[config.mk]
export PLATFORM = sky130hd
export DESIGN_NAME = gbi_cmd_queue
export DESIGN_NICKNAME = d
export VERILOG_FILES = /design/src/rtl/core/gbi_pkg.sv /design/src/rtl/core/gbi_cmd_queue.sv
export SDC_FILE = /design/constraint.sdc
export NUM_CORES = 1
export LEC_CHECK = 0
export BUFFER_PORTS_ARGS = -buffer_cell sky130_fd_sc_hd__buf_2
export CORE_ASPECT_RATIO = 0.7
export CORE_UTILIZATION = 56
export DETAILED_ROUTE_END_ITERATION = 12
export PLACE_DENSITY = 0.84
export SLEW_MARGIN = 20
export SYNTH_ARGS = -nofsm -noshare
export SYNTH_HDL_FRONTEND = slang
export SYNTH_SLANG_ARGS = --single-unit
export TNS_END_PERCENT = 1
[constraint.sdc]
create_clock -name clock -period 13.6 [get_ports clock]
set_input_delay 2.04 -clock clock [delete_from_list [all_inputs] [get_ports clock]]
set_output_delay 2.04 -clock clock [all_outputs]
set_load 0.02 [all_outputs]
[src/rtl/core/gbi_pkg.sv]
package gbi_pkg;

   localparam int GRID_DEPTH  = 4096;
   localparam int VALUE_WIDTH = 32;
   localparam int ADDR_W      = $clog2(GRID_DEPTH);

   localparam int INDEX_W   = 12;
   localparam int POS_W     = 32;
   localparam int CSR_W     = 32;
   localparam int CSR_IDX_W = 3;
   localparam int CELL_W    = 6;
   localparam int PITCH_W   = CELL_W + 1;
   // largest neighbor address is 63 + 63*65 + 66 = 4224
   localparam int CALC_W    = 2 * CELL_W + 1;
   localparam int FRAC_W    = 17;
   localparam int WGT_W     = 2 * FRAC_W - 1;
   localparam int MUL_W     = POS_W + CSR_W;
   localparam int PROD_W    = VALUE_WIDTH + WGT_W + 1;
   localparam int ACC_W     = PROD_W + 2;

   localparam logic [FRAC_W-1:0] FRAC_ONE = 17'h1_0000;
   localparam logic [MUL_W-1:0]  HALF_Q32 = 64'h0000_0000_8000_0000;

   localparam int CMDQ_DEPTH = 2;

   typedef enum logic {
      FUNC_WRITE  = 1'b0,
      FUNC_INTERP = 1'b1
   } func_type;

   typedef enum logic [CSR_IDX_W-1:0] {
      CSR_CELLS_X    = 3'd0,
      CSR_CELLS_Y    = 3'd1,
      CSR_INV_MESH_X = 3'd2,
      CSR_INV_MESH_Y = 3'd3,
      CSR_STAGGER_X  = 3'd4,
      CSR_STAGGER_Y  = 3'd5
   } csr_idx_type;

   typedef enum logic [1:0] {
      F_IDLE,
      F_MUL,
      F_CLASS,
      F_PUSH
   } front_state_type;

   typedef enum logic {
      B_IDLE,
      B_READ
   } back_state_type;

   // neighbor order: (x,y) (x+1,y) (x,y+1) (x+1,y+1)
   typedef enum logic [1:0] {
      NB_00,
      NB_10,
      NB_01,
      NB_11
   } nbr_type;

   typedef struct packed {
      func_type                func;
      logic [INDEX_W-1:0]      cell_index;
      logic [VALUE_WIDTH-1:0]  cell_value;
      logic [CALC_W-1:0]       base;
      logic [PITCH_W-1:0]      pitch;
      logic                    clamp;
      logic [WGT_W-1:0]        w00;
      logic [WGT_W-1:0]        w10;
      logic [WGT_W-1:0]        w01;
      logic [WGT_W-1:0]        w11;
   } cmd_type;

endpackage

[src/rtl/core/gbi_cmd_queue.sv]
module gbi_cmd_queue import gbi_pkg::*; (
   input  logic    clock,
   input  logic    reset,
   input  logic    push,
   input  cmd_type push_data,
   output logic    full,
   input  logic    pop,
   output cmd_type head,
   output logic    empty
);

   localparam int PTR_W = (CMDQ_DEPTH > 1) ? $clog2(CMDQ_DEPTH) : 1;
   localparam int CNT_W = $clog2(CMDQ_DEPTH + 1);

   cmd_type            mem_ff [CMDQ_DEPTH];
   logic [PTR_W-1:0]   wr_ptr_ff, rd_ptr_ff;
   logic [CNT_W-1:0]   count_ff;
   logic               do_push, do_pop;

   assign full    = (count_ff == CNT_W'(CMDQ_DEPTH));
   assign empty   = (count_ff == '0);
   assign do_push = push && !full;
   assign do_pop  = pop && !empty;
   assign head    = mem_ff[rd_ptr_ff];

   always_ff @(posedge clock) begin
      if (reset) begin
         wr_ptr_ff <= '0;
         rd_ptr_ff <= '0;
         count_ff  <= '0;
      end else begin
         if (do_push) begin
            wr_ptr_ff <= (wr_ptr_ff == PTR_W'(CMDQ_DEPTH - 1)) ? '0 : wr_ptr_ff + PTR_W'(1);
         end
         if (do_pop) begin
            rd_ptr_ff <= (rd_ptr_ff == PTR_W'(CMDQ_DEPTH - 1)) ? '0 : rd_ptr_ff + PTR_W'(1);
         end
         if (do_push && !do_pop) begin
            count_ff <= count_ff + CNT_W'(1);
         end else if (do_pop && !do_push) begin
            count_ff <= count_ff - CNT_W'(1);
         end
      end
   end

   always_ff @(posedge clock) begin
      if (do_push) begin
         mem_ff[wr_ptr_ff] <= push_data;
      end
   end

endmodule

==> impl_summary.txt <==
----------------------------------------------------
[Route]
  Number of DRC violations after detailed-routing iteration 0 ... 389
  Total DRC errors in the routed layout ... 0
  DR vias ... 7,470
  Vias per std cell ... 5.16
  Routed wirelength normalized by instance count ... 20.7 µm
  Antenna Violating Nets Remaining ... 0
  Overall routed net length ... 29,900 µm
  Drt pass-1 iters ... 5

[CTS]
  Clock Latency Late Sink ... 0.52 ns
  TritonCTS clock tree ... done
  Number of hold-repair buffers added at the cts stage ... 0
  Worst-case clock buffer depth ... 3
  Post-CTS setup-driven buffer insertion count ... 0
  Clock root buffer ... sky130_fd_sc_hd__clkbuf_16
  Clock tree sinks ... 401
  H-Tree Level Count ... 2
  Total of cells resized after clock tree synthesis ... 0
  Clock transition at the registers of the reported paths ... 0.06 ns
  Total CTS buffers ... 37

[Timing]
  Layout Skew ... 0.0138 ns
  Summed negative setup slack over all endpoints ... 0 ns
  Highest Clock Rate ... 0.200 GHz
  Number of slew-limit violations in the final report ... 0
  Post-route clock period utilization ... 0.367
  Worst hold slack ... 0.520 ns
  Final worst setup slack ... 8.61 ns
  Final hold violation count ... 0
  Transition time at the pin with the least slew margin ... 1.18 ns
  Final period demand of the worst path ... 4.99 ns
  Slew margin rel. ... 0.211
  Setup repair after global routing missed its margin ... false
  Setup violation total in the final timing report ... 0

[Worst hold path]
  Class of the most critical hold timing path ... register to register
  Startpoint of the most critical hold path ... rd_ptr_ff
  Number of cells on the worst hold path ... 2

[Yosys]
  Post-synth net total ... 844
  Yosys Warn Count ... 0
  Area fraction of the dominant cell type after synthesis ... 0.797
  Top area cells in the synthesized netlist ... sky130_fd_sc_hd__edfxtp_1, sky130_fd_sc_hd__mux2_4, sky130_fd_sc_hd__mux2_2, sky130_fd_sc_hd__buf_6, sky130_fd_sc_hd__dfxtp_1
  Sequential fraction of the synthesis area ... 0.804
  Post-synth design cell area ... 14,900 µm²
  Synth Area per Inst ... 23.3 µm²
  Post-synthesis register bit count ... 401
  Largest area contributor in the netlist ... sky130_fd_sc_hd__edfxtp_1
  Cell count after synthesis ... 641
  Unique masters post-synth ... 15

[Place]
  Setup slack after placement ... 8.87 ns
  Port bufs ... 401
  Hpwl dp ... 19,700 µm
  Placed standard-cell area ... 17,200 µm²
  Global placement routability congestion ... 0.750

[Layout]
  Filler cell count in the final layout ... 1,622
  Share of layout cells above drive strength 1 ... 0.603
  Register area ... 12,000 µm²
  Post-route design area ... 18,400 µm²
  Area of combinational cells with multiple inputs ... 2720 µm²
  Final net count ... 1,266
  Area growth from synthesis to final layout ... 23.3%

[Global routing]
  First-pass GRT wire length ... 43,200 µm
  Global route total overflow ... 0
  Peak-usage layer in the global routing report ... met2
  GRT Util Overall ... 0.212
  Via count of the first global-routing pass ... 7,687
  Pin count of the biggest net entering global routing ... 146
  Met3 GRT Util ... 0.0786
  Met1 track demand over resource in global routing ... 0.248
  Antenna violations before repair ... 7
  Met2 capacity usage during global routing ... 0.365

[Power and ir drop]
  Total chip power ... 3.65 mW
  Maximum VDD drop ... 0.000230 V
  Pwr dens ... 198 nW/µm²
  Static Leak ... 7.05 nW

[Worst setup path]
  Crit-path max FO ... 145
  RR Startpoint ... count_ff[0]
  Nature of the critical path endpoint ... output port
  Arrival time at the worst endpoint ... 2.95 ns
  Endpoint required time on the critical path ... 11.56 ns
  Setup slack on the worst flop-to-flop path ... 10.44 ns
  Setup CP Type ... register to output port
  Nature of the critical path startpoint ... register
  Reg2reg path depth ... 4

[Die]
  Horizontal extent of the die ... 197 µm
  DIE HEIGHT ... 139 µm
  Die ar. ... 27,300 µm²
  Placeable core region ... 25,900 µm²
  I/O Pins ... 402
  Initial Util ... 0.575
  Row count ... 49

[Run status]
  Run status ... finished, final reports clean

[Run]
  Number of maximum-capacitance violations ... 0

----------------------------------------------------
-- final timing paths --
check	endpoint
max reg2reg	mem_ff[0][3]
min	rd_ptr_ff
max	head[113]
min reg2reg	rd_ptr_ff
-- state kept, by name (all words and copies together), names as in the netlist, named ones only --
| signal | cells |
|---|---|
| wr_ptr_ff | 1 |
| mem_ff | 396 |
| count_ff | 2 |
| rd_ptr_ff | 1 |
-- layout by cell type (no fill, tap or decap), types with 4 or more instances in the layout --
cell type / synthesis / final
sky130_fd_sc_hd__clkbuf_1: 0 / 6
sky130_fd_sc_hd__clkbuf_16: 0 / 39
sky130_fd_sc_hd__buf_2: 7 / 401
sky130_fd_sc_hd__mux2_2: 97 / 97
sky130_fd_sc_hd__mux2_4: 101 / 101
sky130_fd_sc_hd__nor2_1: 5 / 5
sky130_fd_sc_hd__clkinv_2: 0 / 5
sky130_fd_sc_hd__clkinv_1: 0 / 7
sky130_fd_sc_hd__edfxtp_1: 396 / 396
sky130_fd_sc_hd__diode_2: 0 / 6
sky130_fd_sc_hd__dfxtp_1: 5 / 4
-- power breakdown --
part	switching [mW]	leakage [nW]	internal (mW)
registers	0.0646	3.74	1.56
clock network	0.424	0.569	0.578
logic	0.598	2.74	0.430
-- per-stage QoR --
step | utilization | instances
global placement | 0.664 | 1381
floorplan | - | 641
CTS | 0.709 | 1443
global route | 0.709 | 1447
finish | 0.709 | 1449
detailed placement | 0.664 | 1381
-- layout make-up --
class                   instances  share of cell area
inverters                       2            0.000816
flip-flops and latches        401               0.652
well taps                     357              0.0243
clock buffers                  45              0.0543
repair buffers                405               0.111
multi-input cells             216               0.148
diodes                          6            0.000816
clock inverters                17             0.00864
-- cell usage after synthesis --
cell	number
sky130_fd_sc_hd__a21oi_1	2
sky130_fd_sc_hd__and2_1	1
sky130_fd_sc_hd__buf_2	7
sky130_fd_sc_hd__buf_6	15
sky130_fd_sc_hd__dfxtp_1	5
sky130_fd_sc_hd__edfxtp_1	396
sky130_fd_sc_hd__ha_1	1
sky130_fd_sc_hd__inv_1	2
sky130_fd_sc_hd__mux2_2	97
sky130_fd_sc_hd__mux2_4	101
sky130_fd_sc_hd__nor2_1	5
sky130_fd_sc_hd__nor2b_1	1
sky130_fd_sc_hd__o21ai_0	3
sky130_fd_sc_hd__or3_1	2
sky130_fd_sc_hd__xor2_1	3
-- critical path, stage by stage, from the launching register on --
cell                      delay, ns
sky130_fd_sc_hd__dfxtp_4       0.89
sky130_fd_sc_hd__buf_12        0.60
sky130_fd_sc_hd__mux2_4        0.38
sky130_fd_sc_hd__buf_2         0.17
-- kinds of logic (layout without fill, tap and decap cells) --
group                      count (synthesis)  after routing  synth area share
AOI/OAI and AO/OA                          5              5           0.00168
xor gates and xnor gates                   3              3           0.00176
adders and majority gates                  1              1          0.000839
buffers and inverters                     24            469            0.0142
DFF                                      401            401             0.804
muxes                                    198            198             0.175
other                                      0              6                 0
and+or+nand+nor                            9              9           0.00294
-- layer usage --
| metal | vias to the layer above | routed length [µm] |
|---|---|---|
| met3 | 49 | 2860 |
| li1 | 3399 | - |
| met4 | 4 | 583 |
| met1 | 3711 | 11400 |
| met5 | - | 25 |
| met2 | 307 | 15100 |
Note: power is estimated with default switching activity, not from simulation.
